## config.mk

```make
export PLATFORM = sky130hd
export DESIGN_NAME = fih_queue
export DESIGN_NICKNAME = d
export VERILOG_FILES = /design/src/hw/rtl/fih_pkg.sv /design/src/hw/rtl/fih_queue.sv
export SDC_FILE = /design/constraint.sdc
export NUM_CORES = 1
export LEC_CHECK = 0
export BUFFER_PORTS_ARGS = -buffer_cell sky130_fd_sc_hd__buf_2
export CAP_MARGIN = 30
export CELL_PAD_IN_SITES_DETAIL_PLACEMENT = 1
export CELL_PAD_IN_SITES_GLOBAL_PLACEMENT = 1
export CORE_MARGIN = 2
export CORE_UTILIZATION = 47
export DETAILED_ROUTE_END_ITERATION = 7
export GPL_TIMING_DRIVEN = 0
export HOLD_SLACK_MARGIN = 0.12
export PLACE_DENSITY = 0.86
export SLEW_MARGIN = 20
export SYNTH_ARGS = -nofsm -noshare
export SYNTH_HDL_FRONTEND = slang
export SYNTH_SLANG_ARGS = --single-unit
```

## constraint.sdc

```tcl
create_clock -name clk -period 4.91 [get_ports clk]
set_clock_uncertainty 0.05 [all_clocks]
set_input_delay 0.2455 -clock clk [delete_from_list [all_inputs] [get_ports clk]]
set_output_delay 0.2455 -clock clk [all_outputs]
set_load 0.02 [all_outputs]
```

## src/hw/rtl/fih_pkg.sv

```systemverilog
`default_nettype none
// ----------------------------------------------------------------------------
// fih_pkg
// Shared types and constants of the flux interval histogram.
// ----------------------------------------------------------------------------
package fih_pkg;

  // Operation codes carried on the input word.
  typedef enum logic [1:0] {
    OP_ADD   = 2'd0,
    OP_READ  = 2'd1,
    OP_CLEAR = 2'd2,
    OP_NONE  = 2'd3
  } fih_op_t;

  // Sequencer states of the back end.
  typedef enum logic [1:0] {
    ST_SWEEP,
    ST_IDLE,
    ST_EXEC
  } fih_state_t;

  // Classified command as it sits in the queue (the bin address travels
  // beside it, since its width follows the bin count).
  typedef struct packed {
    fih_op_t     op;
    logic        ovf;       // interval landed in the last bin
    logic        oob;       // read beyond the last bin
    logic [15:0] interval;
  } fih_cmd_t;

  typedef struct packed {
    logic full;
    logic empty;
  } fih_q_status_t;

  typedef struct packed {
    logic sweeping;         // bin store clearing pass in progress
    logic exec;             // command being retired this cycle
  } fih_bk_status_t;

  localparam int unsigned MEAN_SHIFT = 4;
  localparam logic [15:0] BIN_MAX    = 16'hFFFF;
  localparam logic [15:0] LOW_RESET  = 16'hFFFF;
  localparam logic [31:0] CNT_MAX    = 32'hFFFF_FFFF;

endpackage : fih_pkg
`default_nettype wire

```

## src/hw/rtl/fih_queue.sv

```systemverilog
`default_nettype none
// ----------------------------------------------------------------------------
// fih_queue
// Small register FIFO between the classifier and the executing back end.
// ----------------------------------------------------------------------------
module fih_queue
  import fih_pkg::*;
#(
  parameter int unsigned WIDTH = 32,
  parameter int unsigned DEPTH = 2
) (
  input  wire logic             clk,
  input  wire logic             rst_n,
  input  wire logic             push,
  input  wire logic [WIDTH-1:0] push_data,
  input  wire logic             pop,
  output logic      [WIDTH-1:0] head_data,
  output fih_q_status_t         status
);

  localparam int unsigned PW = (DEPTH > 1) ? $clog2(DEPTH) : 1;
  localparam int unsigned CW = $clog2(DEPTH + 1);

  logic [WIDTH-1:0] slot_r [DEPTH];
  logic [PW-1:0]    wr_ptr_r, wr_ptr_nxt;
  logic [PW-1:0]    rd_ptr_r, rd_ptr_nxt;
  logic [CW-1:0]    count_r,  count_nxt;

  function automatic logic [PW-1:0] ptr_inc(input logic [PW-1:0] p);
    ptr_inc = (p == PW'(DEPTH - 1)) ? '0 : p + PW'(1);
  endfunction

  always_comb begin
    wr_ptr_nxt = push ? ptr_inc(wr_ptr_r) : wr_ptr_r;
    rd_ptr_nxt = pop  ? ptr_inc(rd_ptr_r) : rd_ptr_r;
    count_nxt  = count_r + CW'(push) - CW'(pop);
  end

  always_ff @(posedge clk) begin
    if (!rst_n) begin
      wr_ptr_r <= '0;
      rd_ptr_r <= '0;
      count_r  <= '0;
    end else begin
      wr_ptr_r <= wr_ptr_nxt;
      rd_ptr_r <= rd_ptr_nxt;
      count_r  <= count_nxt;
    end
  end

  always_ff @(posedge clk) begin
    if (push) begin
      slot_r[wr_ptr_r] <= push_data;
    end
  end

  assign head_data    = slot_r[rd_ptr_r];
  assign status.full  = (count_r == CW'(DEPTH));
  assign status.empty = (count_r == '0);

endmodule : fih_queue
`default_nettype wire

```

==> out/qor.txt <==
OUTCOME
------------------------------------------------------------------------------------
Result of the run ..................................................... finished clean

LAYOUT
------------------------------------------------------------------------------------
Area growth syn-to-layout .............................................        35.8%
Share of cells above drive strength 1 .................................        50.0%
Layout Cells excl Fill ................................................          312
Number of diodes added for antenna fixing .............................            0
Post-layout net count .................................................          273

POWER AND IR DROP
------------------------------------------------------------------------------------
Post-layout power .....................................................      1320 µW
Lkg Pwr ...............................................................   0.00149 µW
IR Drop Worst-Case VDD ................................................       219 µV
Power per unit of standard cell area ..................................   360 mW/mm²

CLOCK NETWORK
------------------------------------------------------------------------------------
CTS Sinks .............................................................           69
H-tree depth ..........................................................            3
TritonCTS clock tree ..................................................         done
Max Buffers Root-to-Sink ..............................................            2
Number of buffers inserted for hold repair after clock tree synthesis .           33
Total clock buffers created by CTS ....................................            9
Clock network latency to the later pin of the worst-skew pair .........       340 ps
Clk pin slew, worst setup/hold paths ..................................        70 ps
Quantity of gates resized following cts ...............................            0
Post-CTS Setup Inserts ................................................            0
Clock root cell ....................................................... sky130_fd_sc_hd__clkbuf_8

LOGIC SYNTHESIS
------------------------------------------------------------------------------------
Number of synthesized register bits ...................................           69
Most used standard cells in the synthesized netlist ................... sky130_fd_sc_hd__edfxtp_1 (64), sky130_fd_sc_hd__mux2_4 (30), sky130_fd_sc_hd__dfxtp_1 (5)
Yosys synthesis warning count .........................................            0
Fraction of the yosys area taken by sequential cells ..................        75.1%
Number of cells produced by synthesis .................................          121
Post-synth design cell area ...........................................  0.00269 mm²
Dominant synthesized flop cell ........................................ sky130_fd_sc_hd__edfxtp_1
Cell type with the highest aggregate area in the netlist .............. sky130_fd_sc_hd__edfxtp_1
Ys async rst share ....................................................           0%
Syn_nets ..............................................................          159
Top cell type's share of synthesized area .............................        71.4%
Cell with the most instances after synthesis .......................... sky130_fd_sc_hd__edfxtp_1
Top area cells in the synthesized netlist ............................. sky130_fd_sc_hd__edfxtp_1 (71%), sky130_fd_sc_hd__mux2_4 (17%), sky130_fd_sc_hd__dfxtp_1 (3.7%)
Average size of a mapped cell .........................................     22.2 µm²
Yosys cell types ......................................................           14
Number of synthesized flops with an enable pin ........................           64

STA
------------------------------------------------------------------------------------
Unrepaired setup endpoints after global routing .......................        false
Peak Freq .............................................................      576 MHz
Final total negative setup slack ......................................         0 ps
Final setup violation count ...........................................            0
Max-slew headroom at the worst pin ....................................        47.2%
Final Cycle Share .....................................................        35.4%
Shortest clock period the worst path allows after layout ..............      1740 ps
Number of slew-limit violations in the final report ...................            0
Count of final hold-check violations ..................................            0
Final critical-path setup slack .......................................      3170 ps
Transition time of the tightest slew-check pin ........................       793 ps

DETAILED ROUTING
------------------------------------------------------------------------------------
Router iterations before antenna repair ...............................            4
Vias after detailed routing ...........................................         1462
Routed Antenna Nets ...................................................            0
Final wirelength ......................................................      5560 µm
Vias per inst .........................................................         4.69
DRT iter0 DRCs ........................................................           87
Final routed DRC violation total ......................................            0
Mean routed wirelength per cell .......................................      17.8 µm

PLACEMENT
------------------------------------------------------------------------------------
Placed wire-length estimate after detailed placement ..................      3530 µm
# port buffers ........................................................           69
Placed instance count .................................................          263
Routability congestion estimate .......................................        0.687
Post-Place Setup Slack ................................................      3380 ps

FLOORPLANNING
------------------------------------------------------------------------------------
Die width .............................................................      79.7 µm
Die outline height ....................................................      79.7 µm
Number of core rows ...................................................           27
Die area ..............................................................  0.00635 mm²
Total I/O pin count ...................................................           70
Std-Cell Core Area ....................................................  0.00551 mm²
Effective utilization at floorplan ....................................        48.9%

CRITICAL PATH
------------------------------------------------------------------------------------
Startpoint Class ......................................................     register
Category of the worst setup path capture point ........................  output port
Path depth of the worst reg2reg path ..................................            1
Data required time at the worst endpoint ..............................      4610 ps
Type of the setup path with the least slack ........................... register to output port
Slowest stage cell, crit path ......................................... sky130_fd_sc_hd__dfxtp_1
Critical path data arrival time .......................................      1440 ps
Critical Path Fanout Max ..............................................           10
Worst path max stage delay ............................................       330 ps
CP cell instances ..................................................... buf_6, buf_12, mux2_4, buf_2

GLOBAL ROUTE
------------------------------------------------------------------------------------
Number of global-route vias before repair .............................         1587
Largest net degree at the start of global routing .....................           33
Overall global routing resource usage .................................        19.0%
Initial antenna violation count .......................................            0
First-pass GRT wire length ............................................      8490 µm
Aggregate global routing overflow .....................................            0

FLOW RUN
------------------------------------------------------------------------------------
Max-capacitance violation count .......................................            0

WORST HOLD PATH
------------------------------------------------------------------------------------
Cells on Worst Hold Path ..............................................            3
Min-Delay Path Class .................................................. input pin to register

[per-stage QoR]
stage	instance area [µm²]	util, %	hold slack (ps)
6_report	3660	66.4	202
5_1_grt	3660	66.4	212
4_1_cts	3660	66.4	209
3_5_place_dp	3160	57.4	391
3_3_place_gp	3130	56.8	384
2_1_floorplan	2690	-	294
[worst max-delay path: cells and delay by family, from the launching register on]
kind,cells,cell delay (ps)
flops,1,330
mux,1,310
buf+inv,3,450
[flip-flops by register name, summed over array words and instances, names as in the netlist, named ones only]
register	flops
count_r	2
rd_ptr_r	1
slot_r	64
wr_ptr_r	1
[metal layers]
metal  vias to the layer above  GRT usage, %  routed length [µm]
met4                         0          7.41                 110
met2                        40          34.2                3090
met1                       720          21.3                2140
li1                        691             -                   -
met5                         -             0                   0
met3                        11          5.32                 218
[report_power, final]
part	internal, µW	switching, µW	leakage [µW]
combinational	119	112	0.000760
clock	196	197	0.0000844
sequential	679	11.8	0.000642
total	995	321	0.00149
[kinds of logic (layout without fill, tap and decap cells)]
logic type               Yosys count  after routing  share of synthesized area, %
multiplexers                      32             32                          17.6
flip-flops                        69             69                          75.1
adder cells (fa/ha/maj)            2              2                         0.930
XOR/XNOR                           2              2                          1.16
AND/OR/NAND/NOR                    9              9                          2.00
buffers and inverters              6            125                          2.93
AO/OA/AOI/OAI                      1              1                         0.279
[layout make-up]
cell class                 count  area [µm²]
sequential                    69        2020
fill                         508        1850
timing repair buffer         103         703
multi-input combinational     46         599
clock buffer                  14         153
tap                           72        90.1
buffer                         4        71.3
clock inverter                 2        10.0
inverter                       2        7.51
[cell usage in the layout (no fill, tap or decap), types with 3 or more instances in the layout]
cell and instances:
sky130_fd_sc_hd__and2_1 3, sky130_fd_sc_hd__buf_12 3, sky130_fd_sc_hd__buf_2 69, sky130_fd_sc_hd__clkbuf_1 4, sky130_fd_sc_hd__clkbuf_8 10, sky130_fd_sc_hd__dfxtp_1 5
sky130_fd_sc_hd__dlygate4sd3_1 33, sky130_fd_sc_hd__edfxtp_1 64, sky130_fd_sc_hd__mux2_4 30, sky130_fd_sc_hd__nor2b_1 3
[worst paths after layout]
kind,slack [ps],from,endpoint
max,3170,register,head_data[29]
min,200,push,wr_ptr_r$_SDFFE_PN0P_
max reg2reg,3380,wr_ptr_r$_SDFFE_PN0P_,slot_r[1][15]$_DFFE_PP_
min reg2reg,590,rd_ptr_r$_SDFFE_PN0P_,register
Note: power is estimated with default switching activity, not from simulation.
