File: src/hw/rtl/fih_pkg.sv
`default_nettype none
// ----------------------------------------------------------------------------
// fih_pkg
// Shared types and constants of the flux interval histogram.
// ----------------------------------------------------------------------------
package fih_pkg;

  // Operation codes carried on the input word.
  typedef enum logic [1:0] {
    OP_ADD   = 2'd0,
    OP_READ  = 2'd1,
    OP_CLEAR = 2'd2,
    OP_NONE  = 2'd3
  } fih_op_t;

  // Sequencer states of the back end.
  typedef enum logic [1:0] {
    ST_SWEEP,
    ST_IDLE,
    ST_EXEC
  } fih_state_t;

  // Classified command as it sits in the queue (the bin address travels
  // beside it, since its width follows the bin count).
  typedef struct packed {
    fih_op_t     op;
    logic        ovf;       // interval landed in the last bin
    logic        oob;       // read beyond the last bin
    logic [15:0] interval;
  } fih_cmd_t;

  typedef struct packed {
    logic full;
    logic empty;
  } fih_q_status_t;

  typedef struct packed {
    logic sweeping;         // bin store clearing pass in progress
    logic exec;             // command being retired this cycle
  } fih_bk_status_t;

  localparam int unsigned MEAN_SHIFT = 4;
  localparam logic [15:0] BIN_MAX    = 16'hFFFF;
  localparam logic [15:0] LOW_RESET  = 16'hFFFF;
  localparam logic [31:0] CNT_MAX    = 32'hFFFF_FFFF;

endpackage : fih_pkg
`default_nettype wire

File: src/hw/rtl/fih_back.sv
`default_nettype none
// ----------------------------------------------------------------------------
// fih_back
// Executes queued commands: read-modify-write of the bin store, running
// statistics, clearing pass, and the result register.
// ----------------------------------------------------------------------------
module fih_back
  import fih_pkg::*;
#(
  parameter int unsigned NUM_BINS = 256,
  parameter int unsigned AW       = 8
) (
  input  wire logic          clk,
  input  wire logic          rst_n,
  input  wire fih_q_status_t q_status,
  input  wire fih_cmd_t      q_cmd,
  input  wire logic [AW-1:0] q_addr,
  output logic               q_pop,
  output fih_bk_status_t     bk_status,
  output logic               out_valid,
  input  wire logic          out_stall,
  output logic [15:0]        out_bin_count,
  output logic [31:0]        out_sample_total,
  output logic [15:0]        out_shortest_interval,
  output logic [15:0]        out_longest_interval,
  output logic [31:0]        out_overflow_total,
  output logic [7:0]         out_peak_index,
  output logic [15:0]        out_peak_value,
  output logic [15:0]        out_mean_estimate
);

  fih_state_t     state_r, state_nxt;
  logic [AW-1:0]  sweep_cnt_r, sweep_cnt_nxt;
  logic           sweep_we, exec, out_free;

  fih_cmd_t       cur_cmd_r;
  logic [AW-1:0]  cur_addr_r;

  logic [15:0]    mem [NUM_BINS];
  logic [15:0]    rd_data_r;
  logic           mem_we;
  logic [AW-1:0]  mem_wa;
  logic [15:0]    mem_wd;

  logic [31:0]    sample_cnt_r,  sample_cnt_nxt;
  logic [15:0]    low_mark_r,    low_mark_nxt;
  logic [15:0]    high_mark_r,   high_mark_nxt;
  logic [31:0]    ovf_cnt_r,     ovf_cnt_nxt;
  logic [AW-1:0]  peak_slot_r,   peak_slot_nxt;
  logic [15:0]    peak_level_r,  peak_level_nxt;
  logic [15:0]    mean_r,        mean_nxt;
  logic [15:0]    bin_count_r,   bin_count_nxt;
  logic           out_valid_r,   out_valid_nxt;

  logic [15:0]    bin_inc;
  logic           bin_sat;

  // The result register must be empty by the time the command retires.
  assign out_free = ~out_valid_r | ~out_stall;

  // Next state.
  always_comb begin
    state_nxt = state_r;
    case (state_r)
      ST_SWEEP: if (sweep_cnt_r == AW'(NUM_BINS - 1)) state_nxt = ST_IDLE;
      ST_IDLE:  if (!q_status.empty && out_free) state_nxt = ST_EXEC;
      ST_EXEC:  state_nxt = (cur_cmd_r.op == OP_CLEAR) ? ST_SWEEP : ST_IDLE;
      default:  state_nxt = ST_SWEEP;
    endcase
  end

  // Sequencer outputs.
  always_comb begin
    sweep_we = 1'b0;
    q_pop    = 1'b0;
    exec     = 1'b0;
    case (state_r)
      ST_SWEEP: sweep_we = 1'b1;
      ST_IDLE:  q_pop    = ~q_status.empty & out_free;
      ST_EXEC:  exec     = 1'b1;
      default:  sweep_we = 1'b0;
    endcase
  end

  always_comb begin
    sweep_cnt_nxt = sweep_we ? sweep_cnt_r + AW'(1) : '0;
  end

  always_ff @(posedge clk) begin
    if (!rst_n) begin
      state_r     <= ST_SWEEP;
      sweep_cnt_r <= '0;
    end else begin
      state_r     <= state_nxt;
      sweep_cnt_r <= sweep_cnt_nxt;
    end
  end

  always_ff @(posedge clk) begin
    if (q_pop) begin
      cur_cmd_r  <= q_cmd;
      cur_addr_r <= q_addr;
    end
  end

  // Bin store: one write port, one registered read port.
  assign bin_inc = rd_data_r + 16'd1;
  assign bin_sat = (rd_data_r == BIN_MAX);

  always_comb begin
    mem_we = sweep_we | (exec & (cur_cmd_r.op == OP_ADD) & ~bin_sat);
    mem_wa = sweep_we ? sweep_cnt_r : cur_addr_r;
    mem_wd = sweep_we ? '0 : bin_inc;
  end

  always_ff @(posedge clk) begin
    if (mem_we) begin
      mem[mem_wa] <= mem_wd;
    end
    if (q_pop) begin
      rd_data_r <= mem[q_addr];
    end
  end

  // Statistics update at retirement.
  always_comb begin
    sample_cnt_nxt = sample_cnt_r;
    low_mark_nxt   = low_mark_r;
    high_mark_nxt  = high_mark_r;
    ovf_cnt_nxt    = ovf_cnt_r;
    peak_slot_nxt  = peak_slot_r;
    peak_level_nxt = peak_level_r;
    mean_nxt       = mean_r;
    bin_count_nxt  = bin_count_r;
    if (exec) begin
      bin_count_nxt = '0;
      case (cur_cmd_r.op)
        OP_ADD: begin
          if (sample_cnt_r != CNT_MAX) sample_cnt_nxt = sample_cnt_r + 32'd1;
          if (cur_cmd_r.interval < low_mark_r)  low_mark_nxt  = cur_cmd_r.interval;
          if (cur_cmd_r.interval > high_mark_r) high_mark_nxt = cur_cmd_r.interval;
          if (cur_cmd_r.ovf && ovf_cnt_r != CNT_MAX) ovf_cnt_nxt = ovf_cnt_r + 32'd1;
          if (!bin_sat && bin_inc > peak_level_r) begin
            peak_slot_nxt  = cur_addr_r;
            peak_level_nxt = bin_inc;
          end
          mean_nxt = mean_r - (mean_r >> MEAN_SHIFT) + (cur_cmd_r.interval >> MEAN_SHIFT);
        end
        OP_READ: begin
          bin_count_nxt = cur_cmd_r.oob ? '0 : rd_data_r;
        end
        OP_CLEAR: begin
          sample_cnt_nxt = '0;
          low_mark_nxt   = LOW_RESET;
          high_mark_nxt  = '0;
          ovf_cnt_nxt    = '0;
          peak_slot_nxt  = '0;
          peak_level_nxt = '0;
          mean_nxt       = '0;
        end
        default: bin_count_nxt = '0;
      endcase
    end
  end

  always_comb begin
    out_valid_nxt = out_valid_r;
    if (out_valid_r && !out_stall) out_valid_nxt = 1'b0;
    if (exec)                      out_valid_nxt = 1'b1;
  end

  always_ff @(posedge clk) begin
    if (!rst_n) begin
      sample_cnt_r <= '0;
      low_mark_r   <= LOW_RESET;
      high_mark_r  <= '0;
      ovf_cnt_r    <= '0;
      peak_slot_r  <= '0;
      peak_level_r <= '0;
      mean_r       <= '0;
      bin_count_r  <= '0;
      out_valid_r  <= 1'b0;
    end else begin
      sample_cnt_r <= sample_cnt_nxt;
      low_mark_r   <= low_mark_nxt;
      high_mark_r  <= high_mark_nxt;
      ovf_cnt_r    <= ovf_cnt_nxt;
      peak_slot_r  <= peak_slot_nxt;
      peak_level_r <= peak_level_nxt;
      mean_r       <= mean_nxt;
      bin_count_r  <= bin_count_nxt;
      out_valid_r  <= out_valid_nxt;
    end
  end

  // Statistics change only when a command retires, which is also when the
  // result register loads, so they can feed the result word directly.
  assign out_valid             = out_valid_r;
  assign out_bin_count         = bin_count_r;
  assign out_sample_total      = sample_cnt_r;
  assign out_shortest_interval = low_mark_r;
  assign out_longest_interval  = high_mark_r;
  assign out_overflow_total    = ovf_cnt_r;
  assign out_peak_index        = 8'(peak_slot_r);
  assign out_peak_value        = peak_level_r;
  assign out_mean_estimate     = mean_r;

  assign bk_status.sweeping = (state_r == ST_SWEEP);
  assign bk_status.exec     = exec;

endmodule : fih_back
`default_nettype wire

File: config.mk
export PLATFORM = sky130hd
export DESIGN_NAME = fih_back
export DESIGN_NICKNAME = d
export VERILOG_FILES = /design/src/hw/rtl/fih_pkg.sv /design/src/hw/rtl/fih_back.sv
export SDC_FILE = /design/constraint.sdc
export NUM_CORES = 2
export LEC_CHECK = 0
export BUFFER_PORTS_ARGS = -buffer_cell sky130_fd_sc_hd__clkbuf_2
export CAP_MARGIN = 20
export CORE_MARGIN = 2
export CORE_UTILIZATION = 28
export DETAILED_ROUTE_END_ITERATION = 10
export PLACE_DENSITY = 0.41
export SYNTH_ARGS = -nofsm -noshare
export SYNTH_HDL_FRONTEND = slang
export SYNTH_SLANG_ARGS = --single-unit
File: constraint.sdc
create_clock -name clk -period 12.7 [get_ports clk]
set_clock_uncertainty 0.1 [all_clocks]
set_input_delay 3.175 -clock clk [delete_from_list [all_inputs] [get_ports clk]]
set_output_delay 3.175 -clock clk [all_outputs]
set_load 0.02 [all_outputs]
==> results by stage <==
Die:
- The effective utilization at floorplan is 28.10%.
- The row count is 283.
- The I/O pin count is 189.
- The core region is 593,500 µm².
- The horizontal die dimension is 775.7 µm.
- The height of the die is 775.7 µm.
- The floorplan step defined a die boundary enclosing 601,700 µm².

Placement:
- During placement, the flow inserted port buffers numbering 187.
- Once placement completed, the tool counted placed cells totaling 15,360.
- At the end of routability-driven placement, the weighted congestion stood at 0.7922.
- The half-perimeter wire length of the detailed placement result is 283,100 µm.

Yosys:
- Of the post-synthesis cell area, the dominant cell type holds 74.56%.
- The synthesis-stage register bit count is 4,303.
- Summing every instance area after synthesis gives 166,700 µm².
- The synthesized instance count is 7,313.
- The total of warnings raised by yosys is 0.
- The count of different cell masters after synthesis is 62.
- The count of flip-flops with a built-in enable after synthesis is 4,140.
- Of the synthesized area, sequential elements account for 76.51%.
- The net count after synthesis is 7,425.
- The most frequently used flop master after synthesis is sky130_fd_sc_hd__edfxtp_1.
- The share of synthesized flip-flops with an asynchronous set or reset is 0%.
- A synthesized cell averages 22.80 µm².
- Yosys attributes the largest share of cell area to sky130_fd_sc_hd__edfxtp_1, sky130_fd_sc_hd__mux4_2, sky130_fd_sc_hd__dfxtp_1.
- The biggest area contributor in the post-synthesis netlist is sky130_fd_sc_hd__edfxtp_1.

GRT:
- The met2 routing resource usage after global routing is 26.33%.
- The global-route wire length before repair is 671,000 µm.
- The number of antenna violations at the first check in global routing is 42.
- Summed over all layers, the global routing overflow is 0.
- The number of global-route vias before repair came to 81,740.
- Entering global routing, the biggest net connects 209 pins.
- Global routing used 15.80% of the available tracks.
- In this run the most used layer during global routing was met2.
- The met3 global-route usage is 2.728%.
- The met1 layer usage reported by global route is 21.60%.

Timing:
- The final count of pins violating max slew was 0.
- Adding up every negative setup slack in the final design gives 0 ns.
- The worst path uses 56.35% of the clock period.
- The worst max-slew margin expressed relative to the limit is 11.75%.
- The shortest period the worst path allows is 7.156 ns.
- Setup violations remaining at the end of the flow were counted as 0.
- For this run, the top clock speed supported by timing is 139.7 MHz.
- Setup repair after global routing left no endpoint under its margin.
- The hold violation count in the final report is 0.
- The measured slew at the worst slew-check pin is 1.324 ns.

Critical path:
- The biggest cell delay along the critical path is 0.99 ns.
- The launching point of the worst reg2reg path is rd_data_r[0].
- The worst-path maximum fanout is 52.
- The critical path arrival is 7.85 ns.
- The class of the most critical setup path is primary input to flip-flop.
- The signal on the critical path passes through buf_8 > buf_4 > buf_4 > mux4_2 > mux4_2 > mux2_2 > o22ai_1 > nor2_1 > o221a_1.
- Setup slack on the worst reg-to-reg path comes out at 6.60 ns.
- STA classifies the critical path startpoint as a primary input.
- The worst reg2reg path depth is 16.
- For the worst setup path, the data required time is 13.40 ns.
- The worst setup path is captured at a flip-flop.
- In this run the critical register-to-register path is captured at out_peak_index[0].
- The standard cell with the maximum stage delay on the critical path is sky130_fd_sc_hd__o22ai_1.

Clock tree:
- The H-tree depth is 5.
- TritonCTS built the clock tree.
- The clock insertion delay at the later pin of the skew report is 1.05 ns.
- The clock-pin slew reported for the worst setup and hold paths after clock tree synthesis is 0.06 ns.
- The root buffer cell is sky130_fd_sc_hd__clkbuf_16.
- Counting the buffers created by CTS gives 465.
- The number of buffers added to fix hold violations after cts is 0.
- In this run the deepest clock path goes through 4 buffers.
- The number of gates resized after CTS is 0.
- For this design, the sink count on the clock tree is 4,303.
- The number of buffers added for setup after CTS is 0.

Power:
- The power density relative to cell area is 152.8 nW/µm².
- Across the VDD grid, the largest voltage drop is 0.0001189 V.
- The analysis attributes to cell leakage a power of 58.49 nW.

Finish:
- The net count of the finished layout is 8,112.
- From synthesis to final layout, the design area changed by 16.98%.
- The fraction of final layout cells sized beyond drive strength 1 is 33.21%.
- In the layout the commonest cells are sky130_fd_sc_hd__edfxtp_1, sky130_fd_sc_hd__mux4_2, sky130_fd_sc_hd__clkbuf_16.
- The final non-filler cell total is 16,240.
- The final standard cell utilization of the core is 32.87%.
- The library cell used most frequently in the layout, excluding fill and tap cells, is sky130_fd_sc_hd__edfxtp_1.

Route:
- The residual antenna-violating net count after detailed routing is 0.
- The final routed DRC violation total is 0.
- The count of vias placed by the detailed router is 78,600.
- After detailed routing, the number of vias per cell comes to 4.840.
- Summed over all layers, the routed wires come to 486,800 µm.
- For this run, the detailed router's first-pass iteration total came to 5.
- The initial DRC count is 8,071.
- The average detailed-routed wire length per instance is 29.98 µm.

Worst hold path:
- Along the worst hold path, the cell count comes to 1.
- The worst hold path class is flip-flop to flip-flop.
- The worst hold path begins at sweep_cnt_r[0].
- The endpoint of the worst hold-timing path is sweep_cnt_r[0].

Status:
- The flow ran to the end, and the final reports show no timing, DRC or antenna violations.

Run:
- Across the run, the number of max-cap violations was 0.
==> routing by layer <==
layer / wire length (µm) / part of all wire [%]
met5: 0 / 0
met4: 12140 / 2.5
met3: 26330 / 5.4
met2: 236700 / 49
met1: 211600 / 43
==> power by group <==
group | switching [mW] | internal [mW]
Sequential | 0.00512 | 15.3
Clock | 5.74 | 7.60
Combinational | 0.635 | 0.490
==> critical path, delay by kind of cell <==
family                 cells  cell delay [ns]
AND/OR/NAND/NOR            1             0.20
AO/OA/AOI/OAI              2             1.19
multiplexers               3             1.19
buffers and inverters      3             1.69
==> registers in the layout, indices dropped and copies added, names as in the netlist <==
register	count
cur_cmd_r	20
out_peak_index	8
sweep_cnt_r	8
out_shortest_interval	16
out_valid	1
out_bin_count	16
out_overflow_total	32
out_sample_total	32
out_peak_value	16
out_mean_estimate	16
out_longest_interval	16
state_r	2
mem	4096
cur_addr_r	8
rd_data_r	16
==> kinds of logic (layout without fill, tap and decap cells) <==
kind of cell | after synthesis | count (layout) | share of synthesized area, %
DFF | 4303 | 4303 | 76.51
other | 0 | 17 | 0
buffers and inverters | 512 | 1584 | 1.238
adders and majority gates | 79 | 79 | 0.6468
xor gates and xnor gates | 75 | 75 | 0.3939
and+or+nand+nor | 707 | 707 | 1.936
muxes | 1377 | 1377 | 18.16
AOI/OAI and AO/OA | 260 | 260 | 1.113
==> area by class of cell <==
type | instances | area [µm²]
inverters | 128 | 480.5
fillers | 56000 | 398400
multi-input cells | 2498 | 37690
flip-flops and latches | 4303 | 127600
clock buffers | 576 | 12100
repair buffers | 604 | 4516
diodes | 17 | 42.54
clock inverters | 276 | 2833
well taps | 7837 | 9806
==> worst max-delay path by stage <==
stage / slack (ns) / endpoint / from / cells after the start
floorplan: 2.53 / q_pop / out_stall / 2
global placement: 4.55 / rd_data_r[6] / q_addr[1] / 9
detailed placement: 4.51 / rd_data_r[6] / q_addr[1] / 9
CTS: 5.60 / rd_data_r[6] / q_addr[1] / 9
global route: 5.47 / rd_data_r[5] / q_addr[1] / 9
finish: 5.54 / rd_data_r[10] / q_addr[1] / 9
==> cell usage after synthesis, drive strengths merged, types with 2 or more instances <==
| cell | instances |
|---|---|
| a211oi | 4 |
| a21boi | 10 |
| a21o | 15 |
| a21oi | 42 |
| a221oi | 2 |
| a22o | 25 |
| a22oi | 37 |
| a31oi | 2 |
| and2 | 7 |
| and3 | 20 |
| and4 | 9 |
| buf | 153 |
| clkbuf | 231 |
| dfxtp | 163 |
| edfxtp | 4140 |
| fa | 12 |
| ha | 67 |
| inv | 128 |
| mux2 | 64 |
| mux4 | 1312 |
| nand2 | 107 |
| nand2b | 8 |
| nand3 | 37 |
| nand3b | 16 |
| nand4 | 25 |
| nor2 | 369 |
| nor2b | 54 |
| nor3 | 13 |
| nor3b | 2 |
| nor4 | 9 |
| o21a | 4 |
| o21ai | 33 |
| o221a | 16 |
| o22a | 16 |
| o22ai | 36 |
| o31ai | 7 |
| or2 | 4 |
| or3 | 24 |
| xnor2 | 36 |
| xor2 | 39 |
==> stage by stage <==
| step | setup slack (ns) | hold WS [ns] | cell area, µm² | power, mW |
|---|---|---|---|---|
| final | 5.544 | 0.3823 | 195100 | 29.81 |
| after global routing | 5.471 | 0.3939 | 195000 | 30.76 |
| after CTS | 5.598 | 0.3712 | 194800 | 30.21 |
| after detailed placement | 4.513 | 0.3541 | 179900 | 16.80 |
| after global placement | 4.550 | 0.3433 | 179800 | 16.79 |
| after floorplan | 2.526 | 0.3249 | 166700 | 16.34 |
(Power assumes the default switching activity.)
