==> config.mk <==
export PLATFORM = sky130hd
export DESIGN_NAME = fih_front
export DESIGN_NICKNAME = d
export VERILOG_FILES = /design/src/hw/rtl/fih_pkg.sv /design/src/hw/rtl/fih_front.sv
export SDC_FILE = /design/constraint.sdc
export NUM_CORES = 1
export LEC_CHECK = 0
export BUFFER_PORTS_ARGS = -buffer_cell sky130_fd_sc_hd__buf_4
export CAP_MARGIN = 0
export CORE_AREA = 3 3 40 42
export DETAILED_ROUTE_END_ITERATION = 8
export DIE_AREA = 0 0 43 45
export PLACE_DENSITY = 0.83
export SYNTH_ARGS = -nofsm -noshare
export SYNTH_HDL_FRONTEND = slang
export SYNTH_SLANG_ARGS = --single-unit
==> constraint.sdc <==
create_clock -name vclk -period 1
set_input_delay 0.1 -clock vclk [all_inputs]
set_output_delay 0.1 -clock vclk [all_outputs]
set_load 0.005 [all_outputs]
==> src/hw/rtl/fih_pkg.sv <==
`default_nettype none
// ----------------------------------------------------------------------------
// fih_pkg
// Shared types and constants of the flux interval histogram.
// ----------------------------------------------------------------------------
package fih_pkg;

  // Operation codes carried on the input word.
  typedef enum logic [1:0] {
    OP_ADD   = 2'd0,
    OP_READ  = 2'd1,
    OP_CLEAR = 2'd2,
    OP_NONE  = 2'd3
  } fih_op_t;

  // Sequencer states of the back end.
  typedef enum logic [1:0] {
    ST_SWEEP,
    ST_IDLE,
    ST_EXEC
  } fih_state_t;

  // Classified command as it sits in the queue (the bin address travels
  // beside it, since its width follows the bin count).
  typedef struct packed {
    fih_op_t     op;
    logic        ovf;       // interval landed in the last bin
    logic        oob;       // read beyond the last bin
    logic [15:0] interval;
  } fih_cmd_t;

  typedef struct packed {
    logic full;
    logic empty;
  } fih_q_status_t;

  typedef struct packed {
    logic sweeping;         // bin store clearing pass in progress
    logic exec;             // command being retired this cycle
  } fih_bk_status_t;

  localparam int unsigned MEAN_SHIFT = 4;
  localparam logic [15:0] BIN_MAX    = 16'hFFFF;
  localparam logic [15:0] LOW_RESET  = 16'hFFFF;
  localparam logic [31:0] CNT_MAX    = 32'hFFFF_FFFF;

endpackage : fih_pkg
`default_nettype wire

==> src/hw/rtl/fih_front.sv <==
`default_nettype none
// ----------------------------------------------------------------------------
// fih_front
// Input handshake and classification: bins the interval, flags overflow and
// out-of-range reads, and pushes the command into the queue.
// ----------------------------------------------------------------------------
module fih_front
  import fih_pkg::*;
#(
  parameter int unsigned NUM_BINS   = 256,
  parameter int unsigned SLOT_SHIFT = 2,
  parameter int unsigned AW         = 8
) (
  input  wire logic          in_valid,
  output logic               in_stall,
  input  wire logic [1:0]    in_opcode,
  input  wire logic [15:0]   in_interval,
  input  wire logic [7:0]    in_bin_index,
  input  wire fih_q_status_t q_status,
  input  wire fih_bk_status_t bk_status,
  output logic               q_push,
  output fih_cmd_t           q_cmd,
  output logic [AW-1:0]      q_addr
);

  localparam logic [15:0] LAST_BIN = 16'(NUM_BINS - 1);

  logic [15:0] slot_full;
  logic        read_oob;

  always_comb begin
    slot_full = in_interval >> SLOT_SHIFT;
    read_oob  = (32'(in_bin_index) >= 32'(NUM_BINS));

    q_cmd.op       = fih_op_t'(in_opcode);
    q_cmd.interval = in_interval;
    q_cmd.ovf      = (slot_full >= LAST_BIN);
    q_cmd.oob      = read_oob;

    case (q_cmd.op)
      OP_ADD:  q_addr = q_cmd.ovf ? AW'(NUM_BINS - 1) : slot_full[AW-1:0];
      OP_READ: q_addr = read_oob ? '0 : AW'(in_bin_index);
      default: q_addr = '0;
    endcase
  end

  // Nothing is taken while the queue is full or the bin store is being swept.
  assign in_stall = q_status.full | bk_status.sweeping;
  assign q_push   = in_valid & ~in_stall;

endmodule : fih_front
`default_nettype wire

==> flow_metrics.tcl, run 1 <==
set metrics [dict create \
    outcome "completed" \
    yosysUniqueCellTypes 14 \
    place_congestion 0.6028 \
    final_util 0.5229 \
    synth_compound_area_frac 0.1950 \
    pre_cts_ws_ps -9.173 \
    antenna_found_initial 0 \
    dp.cells 103 \
    ys_seq_area_frac 0 \
    area.growth.synth_to_final_pct 68.87 \
    hold_path.startpoint "in_interval[0]" \
    grt_max_degree 18 \
    p_sw_frac 0.3854 \
    die_x_microns 43 \
    worst_slack_ps 32.33 \
    via_count 513 \
    synthMuxAreaShare 0 \
    synthXorXnorAreaFrac 0 \
    seqPwrFrac 0 \
    dieArea_sq_um 1935 \
    path_max_fanout 9 \
    crit_path_end_kind "output port" \
    worst_ep_arrival_time_ps 870 \
    io_pins 61 \
    peakVddDrop_uv 155.4 \
    cellPowerDensity_nw_per_um2 396.9 \
    endpoint "q_cmd[17]" \
    p_int_mw 0.1639 \
    syn_avg_cell_area_sq_um 6.980 \
    power.total_mw 0.2667 \
    core-area_sq_um 1285 \
    yosys.area_share.simple 0.2610 \
    wl_per_cell_microns 12.58 \
    worst_ep_required_time_ps 900 \
    gr-total-overflow 0 \
    hp-class "in -> out" \
    layout.cells.non_filler 103 \
    vias_per_cell 4.981 \
    synth_fa_ha_area_frac 0 \
    drt_iter0_markers 12 \
    setup.worst_path.start_class "input port" \
    pwr-share-comb 1.000 \
    maxSlewViolCount 0 \
    die_y_microns 45 \
    synthCells 57 \
    setup_tns_ps 0 \
    synth-warning-count 0 \
    portBuffers 54 \
    period_needed_ps 967.7 \
    share_clk_of_total_power 0 \
    cp-startpoint "in_interval[14]" \
    dp_hpwl_microns 1101 \
    max_cap_violations 0 \
    rows 13 \
    max_clock_freq_mhz 1033 \
    postCtsSetupRepairBufs 0 \
    postCtsHoldBufs 0 \
    synth_top_family_by_area "buffers and inverters" \
    rsz0062_at_grt "true" \
    power.leakage_nw 0.3519 \
    hold_viol_final 0 \
    grt_pass1_wl_microns 1911 \
    nFlopsAndLatches 0 \
    syn_nets 88 \
    first_pass_iters 4 \
    synth_area_sq_um 397.9 \
    layout-drive-gt1-share 0.6705 \
    fin_crit_sh 0.9677 \
    antenna-diode-count 0 \
    final_antenna_net_count 0 \
    regArea_sq_um 0 \
    switching_power_mw 0.1028 \
    critical_path_class "in -> out" \
    route.detailed.drc 0 \
    start_util 0.3096 \
    wirelength_microns 1296 \
    setup_viol 0 \
    grt_pass1_vias 443 \
    nets 121 \
    track_usage 0.1211 \
    n_clock_buffer 0 \
]
-- timing repair --
item                                    in CTS  in global routing
endpoints found under the setup margin       6                  9
gates resized for setup                      1                  4
endpoints found under the hold margin        0                  0
cloned                                       0                  0
-- placed cells by master (no fill, tap or decap) --
master	Yosys	layout
a221oi_1	8	8
buf_4	19	52
buf_6	2	2
buf_8	0	1
conb_1	1	1
inv_1	9	9
nand4_1	2	2
nor2_1	2	2
nor4_1	7	6
nor4_2	1	2
nor4_4	1	1
o211ai_1	1	1
or2_2	1	1
-- logic make-up after synthesis --
logic type             after synthesis
AO/OA/AOI/OAI                        9
buffers and inverters               33
AND/OR/NAND/NOR                     14
other                                1
-- critical path: stages --
cell	delay (ps)
buf_8	100
nor4_4	270
buf_6	170
o211ai_1	90
buf_4	140
-- Yosys cell counts --
master    number  area share
o211ai_1       1       0.019
buf_1          1      0.0094
inv_1          9       0.085
nand4_1        2       0.031
conb_1         1      0.0094
or2_2          1       0.016
nor4_4         1       0.053
buf_4         19        0.36
a221oi_1       8        0.18
buf_6          2       0.057
nor4_1         7        0.11
nor2_1         2       0.019
nor4_2         1       0.031
buf_2          2       0.025
-- how the worst min path moves through the flow --
stage | endpoint | slack, ps | depth (start not counted)
2_1_floorplan | q_push | 270 | 2
3_3_place_gp | q_cmd[0] | 200 | 0
3_5_place_dp | q_cmd[0] | 200 | 0
4_1_cts | q_cmd[0] | 200 | 0
5_1_grt | q_cmd[0] | 200 | 0
6_report | q_cmd[0] | 200 | 0
-- layer usage --
metal  vias up  share of wire  global-route usage
met3         0           0.17             0.01992
met1       224           0.32              0.1429
li1        249              -                   -
met2        40           0.51              0.2425
met4         0              0                   0
met5         -              0                   0
-- cell type report --
| cell class | instances | area (sq um) |
|---|---|---|
| Inverter | 9 | 33.78 |
| Fill cell | 133 | 613.1 |
| Timing Repair Buffer | 55 | 427.9 |
| Multi-Input combinational cell | 24 | 191.4 |
| Tap cell | 15 | 18.77 |
-- metrics by stage --
stage | hold slack (ps) | instance area (sq um)
3_5_place_dp | 200.1 | 650.6
5_1_grt | 200.0 | 671.9
3_3_place_gp | 200.1 | 650.6
6_report | 200.0 | 671.9
2_1_floorplan | 270.7 | 397.9
4_1_cts | 200.1 | 654.4
-- power groups by stage --
| stage | Combinational (mW) | Sequential (mW) | Clock (mW) |
|---|---|---|---|
| finish | 0.267 | 0 | 0 |
| global route | 0.291 | 0 | 0 |
| CTS | 0.263 | 0 | 0 |
| detailed placement | 0.262 | 0 | 0 |
| global placement | 0.257 | 0 | 0 |
| floorplan | 0.134 | 0 | 0 |
Note: power is estimated with default switching activity, not from simulation.
==> run 2: changes to the inputs <==
--- a/config.mk
+++ b/config.mk
@@ -7,9 +7,9 @@
 export LEC_CHECK = 0
 export BUFFER_PORTS_ARGS = -buffer_cell sky130_fd_sc_hd__buf_4
 export CAP_MARGIN = 0
-export CORE_AREA = 3 3 40 42
+export CORE_AREA = 5 5 42 44
 export DETAILED_ROUTE_END_ITERATION = 8
-export DIE_AREA = 0 0 43 45
+export DIE_AREA = 0 0 47 49
 export PLACE_DENSITY = 0.83
 export SYNTH_ARGS = -nofsm -noshare
 export SYNTH_HDL_FRONTEND = slang
==> constraint.sdc (replaced) <==
create_clock -name vclk -period 1.11
set_input_delay 0.111 -clock vclk [all_inputs]
set_output_delay 0.111 -clock vclk [all_outputs]
set_load 0.005 [all_outputs]
==> flow_metrics.tcl, run 2 (synthesis results as in run 1) <==
set metrics [dict create \
    worst_ep_arrival_time_ps 910 \
    wirelength_microns 1389 \
    critPathMaxStageDelay_ps 270 \
    outcome "completed" \
    share_clk_of_total_power 0 \
    hold_viol_final 0 \
    fin_area_sq_um 655.6 \
    path_max_fanout 9 \
    nets 121 \
    crit_top_cell "buf_4" \
    dp.cells 104 \
    p_int_mw 0.1436 \
    worst_ep_required_time_ps 1000 \
    dp_hpwl_microns 1193 \
    die_y_microns 49 \
    layout.cells.non_filler 104 \
    critical_path.cell_chain "buf_4, nor4_4, buf_6, a221oi_1, buf_4" \
    setup.worst_path.start_class "input port" \
    max_clock_freq_mhz 982.5 \
    period_needed_ps 1018 \
    area.growth.synth_to_final_pct 64.78 \
    core-area_sq_um 1401 \
    layout-drive-gt1-share 0.6591 \
    nFlopsAndLatches 0 \
    maxSlewViolCount 0 \
    antenna-diode-count 0 \
    hold_path.startpoint "in_interval[0]" \
    rows 14 \
    route.detailed.drc 0 \
    critical_path_class "in -> out" \
    fin_crit_sh 0.9169 \
    io_pins 61 \
    regArea_sq_um 0 \
    track_usage 0.1060 \
    die_x_microns 47 \
    pwr-share-comb 1.000 \
    first_pass_iters 3 \
    final_antenna_net_count 0 \
    n_clock_buffer 0 \
    drt_iter0_markers 1 \
    seqPwrFrac 0 \
    power.leakage_nw 0.3475 \
    portBuffers 54 \
    grt_pass1_wl_microns 1987 \
    max_cap_violations 0 \
    p_sw_frac 0.3920 \
    crit_path_end_kind "output port" \
    final_cell_mix "buf_4, inv_1, a221oi_1" \
    start_util 0.2839 \
    setup_viol 0 \
    cellPowerDensity_nw_per_um2 360.1 \
    postCtsHoldBufs 0 \
    switching_power_mw 0.09255 \
    grt_max_degree 18 \
    whs_ps 222.0 \
    place_area_sq_um 651.9 \
    cp.buffers_inverters 3 \
    postCtsSetupRepairBufs 0 \
    cp-startpoint "in_interval[14]" \
    peakVddDrop_uv 129.8 \
    place_congestion 0.6517 \
    antenna_found_initial 0 \
    setup_tns_ps 0 \
    gr-total-overflow 0 \
    path_delay_family "buffers and inverters" \
    vias_per_cell 4.952 \
    final_common_cell "buf_4" \
    critPathSlowestCell "nor4_4" \
    wl_per_cell_microns 13.36 \
    cts_resized 0 \
    hp-class "in -> out" \
    dieArea_sq_um 2303 \
    via_count 515 \
    grt_pass1_vias 497 \
    rsz0062_at_grt "false" \
]
run 2: final cells by class:
cell class | count | area (sq um)
multi-input combinational | 24 | 185.2
inverter | 9 | 33.78
timing repair buffer | 55 | 416.7
fill | 149 | 745.7
tap | 16 | 20.02
run 2: power by group through the flow:
stage	clock network, mW	registers [mW]	logic [mW]
floorplan	0	0	0.120
global placement	0	0	0.233
detailed placement	0	0	0.238
CTS	0	0	0.238
global route	0	0	0.256
finish	0	0	0.236
run 2: path summary, 6_finish.rpt:
path	endpoint	slack, ps	cells past startpoint
max	q_addr[7]	90	5
min	q_cmd[0]	220	0
run 2: per-stage QoR:
step / power [mW] / worst slack, ps / utilization
2_1_floorplan: 0.1204 / 286.6 / -
3_3_place_gp: 0.2325 / 80.18 / 0.4652
3_5_place_dp: 0.2378 / 70.51 / 0.4652
4_1_cts: 0.2385 / 68.42 / 0.4652
5_1_grt: 0.2563 / 11.88 / 0.4679
6_report: 0.2361 / 92.22 / 0.4679
run 2: routing by layer:
layer	share of wire	up-vias	wire length, microns	GRT usage
met5	0	-	0	0
met4	0	0	0	0.01382
met3	0.17	0	231	0.01476
met2	0.49	45	675	0.1968
met1	0.35	222	482	0.1239
li1	-	248	-	-
==> run 3: changes to the inputs <==
--- a/config.mk
+++ b/config.mk
@@ -11,6 +11,7 @@
 export DETAILED_ROUTE_END_ITERATION = 8
 export DIE_AREA = 0 0 47 49
 export PLACE_DENSITY = 0.83
+export SLEW_MARGIN = 10
 export SYNTH_ARGS = -nofsm -noshare
 export SYNTH_HDL_FRONTEND = slang
 export SYNTH_SLANG_ARGS = --single-unit
==> constraint.sdc (replaced) <==
create_clock -name vclk -period 1
set_input_delay 0.1 -clock vclk [all_inputs]
set_output_delay 0.1 -clock vclk [all_outputs]
set_load 0.005 [all_outputs]
==> flow_metrics.tcl, run 3 (synthesis results as in run 1) <==
set metrics [dict create \
    peakVddDrop_uv 135.4 \
    power.total_mw 0.2631 \
    antenna-diode-count 0 \
    final_common_cell "buf_4" \
    fin_crit_sh 1.003 \
    setup.worst_path.start_class "input port" \
    final_antenna_net_count 0 \
    wirelength_microns 1361 \
    crit_path_end_kind "output port" \
    nFlopsAndLatches 0 \
    max_clock_freq_mhz 996.5 \
    grt_max_degree 18 \
    regArea_sq_um 0 \
    period_needed_ps 1003 \
    path_max_fanout 9 \
    cp-startpoint "in_interval[14]" \
    gr-total-overflow 0 \
    grt_pass1_vias 457 \
    critical_path.cell_chain "buf_4, nor4_4, buf_6, a221oi_1, buf_4" \
    die_x_microns 47 \
    track_usage 0.1053 \
    pre_cts_ws_ps -17.27 \
    route.detailed.drc 0 \
    setup_viol 1 \
    vias_per_cell 4.904 \
    hold_viol_final 0 \
    violations "negative setup slack" \
    core-area_sq_um 1401 \
    postCtsHoldBufs 0 \
    first_pass_iters 3 \
    area.growth.synth_to_final_pct 66.35 \
    place_congestion 0.6519 \
    setup_tns_ps -3.482 \
    cp.buffers_inverters 3 \
    start_util 0.2839 \
    max_cap_violations 0 \
    crit_top_cell "buf_4" \
    antenna_found_initial 0 \
    worst_slack_ps -3.482 \
    rows 14 \
    hold_path_end "q_cmd[0]" \
    dp_hpwl_microns 1173 \
    n_clock_buffer 0 \
    postCtsSetupRepairBufs 0 \
    wl_per_cell_microns 13.09 \
    path_delay_family "buffers and inverters" \
    drt_iter0_markers 3 \
    hp-class "in -> out" \
    worst_ep_required_time_ps 900 \
    die_y_microns 49 \
    outcome "finished, violations left" \
    rsz0062_at_grt "true" \
    hold_path.startpoint "in_interval[0]" \
    portBuffers 54 \
    maxSlewViolCount 0 \
    nFillCells 149 \
    io_pins 61 \
    cellPowerDensity_nw_per_um2 397.4 \
    critPathSlowestCell "nor4_4" \
    grt_pass1_wl_microns 1938 \
    via_count 510 \
    hold_depth 0 \
    power.leakage_nw 0.3480 \
    critical_path_class "in -> out" \
    critPathMaxStageDelay_ps 270 \
    nets 121 \
    final_cell_mix "buf_4, inv_1, a221oi_1" \
    layout-drive-gt1-share 0.6705 \
    worst_ep_arrival_time_ps 900 \
    dieArea_sq_um 2303 \
]
==> run 3: cell counts in the layout (fill, tap and decap cells not counted) <==
No cell type changed its count.
==> run 3: routing by layer <==
layer / global-route usage / vias to the layer above / part of all wire
met5: 0 / - / 0
met4: 0 / 0 / 0
met3: 0.02214 / 0 / 0.19
met2: 0.1946 / 41 / 0.48
met1: 0.1261 / 223 / 0.32
li1: - / 246 / -
==> run 3: what timing repair did <==
action | in CTS | in global routing
gates cloned | 0 | 0
endpoints found under the setup margin | 8 | 9
resized for setup | 1 | 1
pin swaps | 0 | 1
==> run 3: layout make-up <==
| class | count | area (sq um) | area share |
|---|---|---|---|
| inverters | 9 | 33.78 | 0.05104 |
| multi-input cells | 24 | 191.4 | 0.2892 |
| well taps | 16 | 20.02 | 0.03025 |
| repair buffers | 55 | 416.7 | 0.6295 |
==> run 3: worst max path at each step <==
| stage | to | slack (ps) | cells after the start |
|---|---|---|---|
| 4_1_cts | q_addr[7] | -2 | 5 |
| 6_report | q_addr[7] | -3 | 5 |
| 5_1_grt | q_addr[7] | -70 | 5 |
| 3_5_place_dp | q_addr[7] | -20 | 5 |
| 3_3_place_gp | q_cmd[17] | -7 | 5 |
| 2_1_floorplan | q_addr[1] | 200 | 4 |
==> run 3: through the flow <==
stage                     instance area [sq um]  instances  hold WS, ps  utilization
final                                     661.9        104        200.0       0.4723
after global routing                      661.9        104        200.0       0.4723
after CTS                                 655.6        104        200.1       0.4679
after detailed placement                  651.9        104        200.1       0.4652
after global placement                    651.9        104        200.1       0.4652
after floorplan                           397.9         57        270.7            -
==> run 3: power breakdown <==
part	total, mW	switching, mW	internal [mW]
logic	0.263	0.103	0.160
clock network	0	0	0
registers	0	0	0
total	0.263	0.103	0.160
